[src/rtl/fir_filter_loaded_coefficients_assert.svh]
// Assertion macros used by the filter's top-level RTL.
`ifndef FIR_FILTER_LOADED_COEFFICIENTS_ASSERT_SVH
`define FIR_FILTER_LOADED_COEFFICIENTS_ASSERT_SVH

// A condition that must hold at every clock edge outside reset.
`define FIRLC_ASSERT_ALWAYS(label, clk, rst_n, cond, msg) \
  label: assert property (@(posedge clk) disable iff (!(rst_n)) (cond)) \
    else $error(msg);

// An implication checked at every clock edge outside reset.
`define FIRLC_ASSERT_IMPL(label, clk, rst_n, prop, msg) \
  label: assert property (@(posedge clk) disable iff (!(rst_n)) prop) \
    else $error(msg);

`endif

[src/rtl/firlc_pkg.sv]
`default_nettype none

package firlc_pkg;

  // Default sizes of the filter.
  localparam int MAX_WING_DEF    = 63;
  localparam int SAMPLE_BITS_DEF = 24;
  localparam int COEF_BITS_DEF   = 18;

  // Fixed widths of the interface fields and the accumulator.
  localparam int ACC_W      = 64;
  localparam int WING_W     = 6;
  localparam int COEF_IDX_W = 7;

  // Register port.
  localparam int APB_AW = 3;
  localparam int APB_DW = 32;
  localparam logic [APB_AW-3:0] REG_WING = 1'b0;
  localparam logic [WING_W-1:0] WING_RESET = 6'd50;

  // Commands from the sequencer to the datapath.
  typedef struct packed {
    logic tap_we;
    logic smp_we;
    logic issue;
    logic load_out;
  } firlc_cmd_t;

  // Status from the datapath to the sequencer.
  typedef struct packed {
    logic last_tap;
    logic pipe_busy;
    logic out_free;
  } firlc_sts_t;

endpackage

`default_nettype wire

[src/rtl/firlc_ctrl.sv]
`default_nettype none

module firlc_ctrl
  import firlc_pkg::*;
(
  input  wire             clk_i,
  input  wire             rst_ni,
  input  wire             in_valid_i,
  input  wire             action_i,
  output logic            in_stall_o,
  input  wire firlc_sts_t sts_i,
  output firlc_cmd_t      cmd_o
);

  typedef enum logic [1:0] {
    ST_IDLE,
    ST_RUN,
    ST_FLUSH,
    ST_DONE
  } state_e;

  state_e state_q;
  state_e state_d;

  always_comb begin
    state_d    = state_q;
    cmd_o      = '0;
    in_stall_o = 1'b1;
    case (state_q)
      ST_IDLE: begin
        in_stall_o = 1'b0;
        if (in_valid_i) begin
          if (action_i) begin
            cmd_o.tap_we = 1'b1;
          end else begin
            cmd_o.smp_we = 1'b1;
            state_d      = ST_RUN;
          end
        end
      end
      ST_RUN: begin
        cmd_o.issue = 1'b1;
        if (sts_i.last_tap) begin
          state_d = ST_FLUSH;
        end
      end
      ST_FLUSH: begin
        if (!sts_i.pipe_busy) begin
          state_d = ST_DONE;
        end
      end
      ST_DONE: begin
        if (sts_i.out_free) begin
          cmd_o.load_out = 1'b1;
          state_d        = ST_IDLE;
        end
      end
      default: begin
        state_d = ST_IDLE;
      end
    endcase
  end

  always_ff @(posedge clk_i or negedge rst_ni) begin
    if (!rst_ni) begin
      state_q <= ST_IDLE;
    end else begin
      state_q <= state_d;
    end
  end

endmodule

`default_nettype wire

[config.mk]
export PLATFORM = sky130hd
export DESIGN_NAME = firlc_ctrl
export DESIGN_NICKNAME = d
export VERILOG_FILES = /design/src/rtl/fir_filter_loaded_coefficients_assert.svh /design/src/rtl/firlc_pkg.sv /design/src/rtl/firlc_ctrl.sv
export SDC_FILE = /design/constraint.sdc
export NUM_CORES = 1
export LEC_CHECK = 0
export BUFFER_PORTS_ARGS = -buffer_cell sky130_fd_sc_hd__buf_2
export CAP_MARGIN = 25
export CORE_AREA = 2 2 39 41
export DETAILED_ROUTE_END_ITERATION = 10
export DIE_AREA = 0 0 41 43
export GPL_TIMING_DRIVEN = 0
export PLACE_DENSITY = 0.33
export SLEW_MARGIN = 20
export SYNTH_ARGS = -nofsm -noshare
export SYNTH_HDL_FRONTEND = slang
export SYNTH_SLANG_ARGS = --single-unit
[constraint.sdc]
create_clock -name clk_i -period 1.7 [get_ports clk_i]
set_input_delay 0.085 -clock clk_i [delete_from_list [all_inputs] [get_ports clk_i]]
set_output_delay 0.085 -clock clk_i [all_outputs]
set_load 0.02 [all_outputs]
==> results.json, run 1 <==
{
  "cpMaxStageDelayCell": "dfrtp_1",
  "min_period_ns": 1.48,
  "grt_start_max_net_pins": 5,
  "reg_top3": "state_q: 2 flops",
  "required_ns": 1.80,
  "dp_hpwl_um": 368,
  "end_kind": "flip-flop",
  "syn_area_per_cell_um2": 9.50,
  "antenna_cells": 0,
  "drc": 0,
  "cts_max_path_buffers": 2,
  "syn_area_um2": 209,
  "fillers": 160,
  "post_cts.repair.setup_buffers": 0,
  "cts_tree": "built",
  "max_stage_delay_ns": 0.39,
  "antenna_found_initial": 0,
  "routed-via-count": 195,
  "synthTopCellsByArea": "ha_1, dfrtp_1, mux2_4",
  "fin_skew_ns": 0.00449,
  "cp.arrival_ns": 1.58,
  "max_cap_viol_count": 0,
  "cts_made_buffers": 3,
  "worstSetupPathType": "reg2reg",
  "yosysTopAreaCellShare_pct": 29.9,
  "grt_pass1_vias": 197,
  "slew_viol_final": 0,
  "gp_congestion": 0.589,
  "drt_pass1_iterations": 4,
  "cts-root-buf": "clkbuf_4",
  "start_kind": "flip-flop",
  "ios": 12,
  "fp.dieArea_um2": 1760,
  "fp.dieH_um": 43,
  "post-place-ws_ns": 0.214,
  "ys_seq_area_share_pct": 24.0,
  "first_iter_violations": 7,
  "syn2layout_area_growth_pct": 51.5,
  "hold_viol_final": 0,
  "nets": 51,
  "rsz0062_at_grt": "no",
  "crit_top_cell": "inv_1",
  "initial_core_util_pct": 15.1,
  "cts_resized": 0,
  "period_share_pct": 87.1,
  "p_leak_nw": 0.179,
  "clock_latency_ns": 0.22,
  "worst_slack_ns": 0.219,
  "status": "completed",
  "port_buffers": 11,
  "coreArea_um2": 1380,
  "wl_um": 441,
  "cp_max_fo": 4,
  "ys_ff_latch": 2,
  "wl_per_cell_um": 8.32,
  "cp_cell_sequence": "inv_1, ha_1, inv_1, o2111a_2, mux2_4",
  "slew_headroom_pct": 91.6,
  "largest_reg_flops": 2,
  "track_usage_pct": 6.43,
  "grt-ovfl-total": 0,
  "ys_warn_count": 0,
  "critical_path_buf_inv_count": 2,
  "worstMarginPinSlew_ns": 0.122,
  "yosysUniqueCellTypes": 12,
  "p_total_uw": 536,
  "ant_nets": 0,
  "drive_gt1_share_pct": 45.9,
  "grt_pass1_wl_um": 696,
  "finalSetupViolations": 0,
  "syn_nets": 34,
  "fin_setup_tns_ns": 0,
  "holdCritPathClass": "in2async",
  "power_density_nw_per_um2": 1690,
  "cts_sinks": 2,
  "clk_pin_slew_worst_paths_ns": 0.03,
  "regMostFlops": "state_q",
  "peakVddDrop_uv": 585,
  "netlist_instances": 22,
  "fmax_mhz": 675,
  "yosysTopAreaCell": "ha_1",
  "die_x_um": 41,
  "cts.htree.levels": 1,
  "viasPerCell": 3.68,
  "critical-path-top-delay-family": "flip-flops",
  "rows": 14
}
==> cell usage in the layout (no fill, tap or decap), drive strengths merged <==
master	count
and2	1
buf	11
inv	3
dfrtp	2
dlygate4sd3	1
nand2b	2
and3	1
nand2	2
clkbuf	3
mux2	1
nor2	2
mux2i	1
o2111a	1
ha	5
nor2b	1
==> logic make-up after synthesis <==
kind of cell | synth area share (%)
AOI/OAI and AO/OA | 5.99
muxes | 12.0
and+or+nand+nor | 22.8
buffers and inverters | 5.39
DFF | 24.0
adders and majority gates | 29.9
==> synthesized netlist by cell type <==
cell / instances
nand2_1: 2
o2111a_2: 1
dfrtp_1: 2
nor2b_1: 1
nor2_1: 2
mux2_4: 1
ha_1: 5
nand2b_1: 2
and3_2: 1
mux2i_1: 1
and2_1: 1
inv_1: 3
==> worst paths after layout <==
path,startpoint,endpoint,slack (ns),depth (start not counted)
setup / recovery,state_q[0],state_q[1],0.22,5
hold / removal,rst_ni,state_q[0],0.17,2
setup reg to reg,state_q[0],state_q[1],0.22,5
hold reg to reg,state_q[1],state_q[1],0.58,1
max in group asynchronous,rst_ni,state_q[1],1.43,2
min in group clk_i,sts_i[1],state_q[0],0.30,4
==> through the flow <==
step	utilization, %	hold WS [ns]	instances	instance area, um2
finish	22.9	0.171	53	317
detailed placement	20.5	-0.129	49	284
floorplan	-	-0.211	22	209
global route	22.9	0.181	53	317
global placement	20.5	-0.131	49	284
CTS	22.9	0.160	53	317
==> where the power goes <==
group | leakage (nW) | internal [mW] | switching, mW | total, mW
combinational | 0.141 | 0.158 | 0.175 | 0.333
sequential | 0.0235 | 0.0759 | 0.0234 | 0.0992
clock | 0.0138 | 0.0778 | 0.0261 | 0.104
total | 0.179 | 0.312 | 0.224 | 0.536
==> routing by layer <==
| metal | vias up | GRT usage, % | wire length (um) |
|---|---|---|---|
| met2 | 10 | 9.38 | 195 |
| met3 | 0 | 3.14 | 46 |
| met5 | - | 0 | 0 |
| li1 | 100 | - | - |
| met1 | 85 | 6.11 | 198 |
| met4 | 0 | 6.00 | 0 |
==> repair_timing <==
| action | in CTS | in global routing |
|---|---|---|
| endpoints found under the hold margin | 2 | 0 |
| endpoints found under the setup margin | 0 | 0 |
| hold buffers | 1 | 0 |
==> final cells by class <==
class	count	area (um2)	area share, %
tap	16	20.0	6.32
sequential	2	50.0	15.8
timing repair buffer	12	65.1	20.6
clock buffer	3	22.5	7.11
inverter	3	11.3	3.56
multi-input combinational	17	148	46.6
(Power assumes the default switching activity.)
==> run 2: changes to the inputs <==
--- a/config.mk
+++ b/config.mk
@@ -8,6 +8,7 @@
 export BUFFER_PORTS_ARGS = -buffer_cell sky130_fd_sc_hd__buf_2
 export CAP_MARGIN = 25
 export CORE_AREA = 2 2 39 41
+export CTS_BUF_LIST = sky130_fd_sc_hd__clkbuf_2
 export DETAILED_ROUTE_END_ITERATION = 10
 export DIE_AREA = 0 0 41 43
 export GPL_TIMING_DRIVEN = 0
==> run 2 against run 1 <==
  * Final cell count did not move
  * Highest routed layer unchanged
  * Clock power fell by 30%
  * Sequential share of layout area rose by 0.38 points
  * Count of clock-buffer cells in the layout did not move
  * Combinational power barely moved
==> results.json, run 2 (synthesized netlist as in run 1, its figures left out) <==
{
  "status": "completed",
  "cts-root-buf": "clkbuf_2",
  "cts.htree.levels": 1,
  "rr_worst_depth": 5,
  "rows": 14,
  "antenna_found_initial": 0,
  "cts_sinks": 2,
  "fmax_mhz": 674,
  "ios": 12,
  "ant_nets": 0,
  "layout_common_cells": "buf_2, ha_1, inv_1, clkbuf_2",
  "min_period_ns": 1.48,
  "seq_power_share_pct": 19.6,
  "finalSetupViolations": 0,
  "fp.dieArea_um2": 1760,
  "initial_core_util_pct": 15.1,
  "routed-via-count": 195,
  "peakVddDrop_uv": 550,
  "largest_reg_flops": 2,
  "regMostFlops": "state_q",
  "end_kind": "flip-flop",
  "switching_power_uw": 225,
  "p_comb_share_pct": 65.9,
  "grt_start_max_net_pins": 5,
  "worstMarginPinSlew_ns": 0.122,
  "grt_pass1_wl_um": 696,
  "required_ns": 1.76,
  "wl_per_cell_um": 8.32,
  "clk_pin_slew_worst_paths_ns": 0.03,
  "first_iter_violations": 7,
  "cts_tree": "built",
  "syn2layout_area_growth_pct": 47.9,
  "layout_commonest_cell": "buf_2",
  "cts_max_path_buffers": 2,
  "coreArea_um2": 1380,
  "cp_max_fo": 4,
  "viasPerCell": 3.68,
  "die_x_um": 41,
  "nets": 51,
  "port_buffers": 11,
  "wl_um": 441,
  "drive_gt1_share_pct": 45.9,
  "worstSetupStartpoint": "state_q[0]",
  "regArea_um2": 50.0,
  "worstSetupPathType": "reg2reg",
  "sw_frac_of_total_pct": 44.4,
  "slew_viol_final": 0,
  "period_share_pct": 87.3,
  "max_cap_viol_count": 0,
  "antenna_cells": 0,
  "timing.rr.end": "state_q[1]",
  "drt_pass1_iterations": 4,
  "p_leak_nw": 0.177,
  "clock_latency_ns": 0.19,
  "place_inst": 49,
  "slew_headroom_pct": 91.6,
  "track_usage_pct": 6.43,
  "r2r-start": "state_q[0]",
  "cts_made_buffers": 3,
  "reg_top3": "state_q: 2 flops",
  "fillers": 161,
  "hold_viol_final": 0,
  "grt_pass1_vias": 197,
  "fin_skew_ns": 0.00624,
  "multi_input_area_um2": 148,
  "finalNonFillerCells": 53,
  "p_int_uw": 281,
  "post_cts.repair.setup_buffers": 0,
  "pwr-share-clk_pct": 14.5,
  "start_kind": "flip-flop",
  "rsz0062_at_grt": "no",
  "drc": 0,
  "dp_hpwl_um": 368,
  "fp.dieH_um": 43,
  "rrSetupSlack_ns": 0.22,
  "fin_setup_tns_ns": 0,
  "power_density_nw_per_um2": 1640,
  "holdCritPathClass": "in2async",
  "gp_congestion": 0.589,
  "whs_ns": 0.203,
  "cp.arrival_ns": 1.55,
  "grt-ovfl-total": 0
}
## run 2: cell counts in the layout (fill, tap and decap cells not counted)
No cell type changed its count.
## run 2: power by group through the flow
| stage | Clock [mW] | Sequential, mW | Combinational [mW] |
|---|---|---|---|
| global placement | 0 | 0.101 | 0.332 |
| global route | 0.0857 | 0.103 | 0.386 |
| finish | 0.0733 | 0.0993 | 0.333 |
| floorplan | 0 | 0.0946 | 0.262 |
| CTS | 0.0804 | 0.100 | 0.342 |
| detailed placement | 0 | 0.101 | 0.339 |
## run 2: timing repair
| action | 4_1_cts | 5_1_grt |
|---|---|---|
| resized for setup | 0 | 0 |
| hold buffers | 1 | 0 |
| hold endpoints to repair | 2 | 0 |
## run 2: critical path, cell delays in order (launching register included)
cell	delay [ns]
dfrtp_1	0.39
inv_1	0.13
ha_1	0.19
inv_1	0.06
o2111a_2	0.29
mux2_4	0.30
## run 2: per-layer routing
| metal | share of wire (%) | GRT usage (%) |
|---|---|---|
| met5 | 0 | 0 |
| met4 | 0 | 6.00 |
| met3 | 10 | 3.14 |
| met2 | 44 | 9.38 |
| met1 | 45 | 6.11 |
## run 2: worst max-delay path by stage
stage	to	slack, ns	depth (start not counted)
final	state_q[1]	0.22	5
after CTS	state_q[1]	0.20	5
after global routing	state_q[1]	0.12	5
after detailed placement	state_q[1]	0.21	5
after global placement	state_q[1]	0.22	5
after floorplan	state_q[1]	0.22	5
## run 2: final cells by class
class,count,area share [%]
Tap cell,16,6.48
Clock buffer,3,4.86
Timing Repair Buffer,12,21.1
Multi-Input combinational cell,17,47.8
Inverter,3,3.64
Sequential cell,2,16.2
## run 2: through the flow
step           worst slack [ns]  area, um2  util, %  power [mW]
4_1_cts                   0.200        309     22.3       0.523
3_5_place_dp              0.214        284     20.5       0.440
2_1_floorplan             0.217        209        -       0.357
3_3_place_gp              0.221        284     20.5       0.433
6_report                  0.216        309     22.3       0.506
5_1_grt                   0.120        309     22.3       0.575
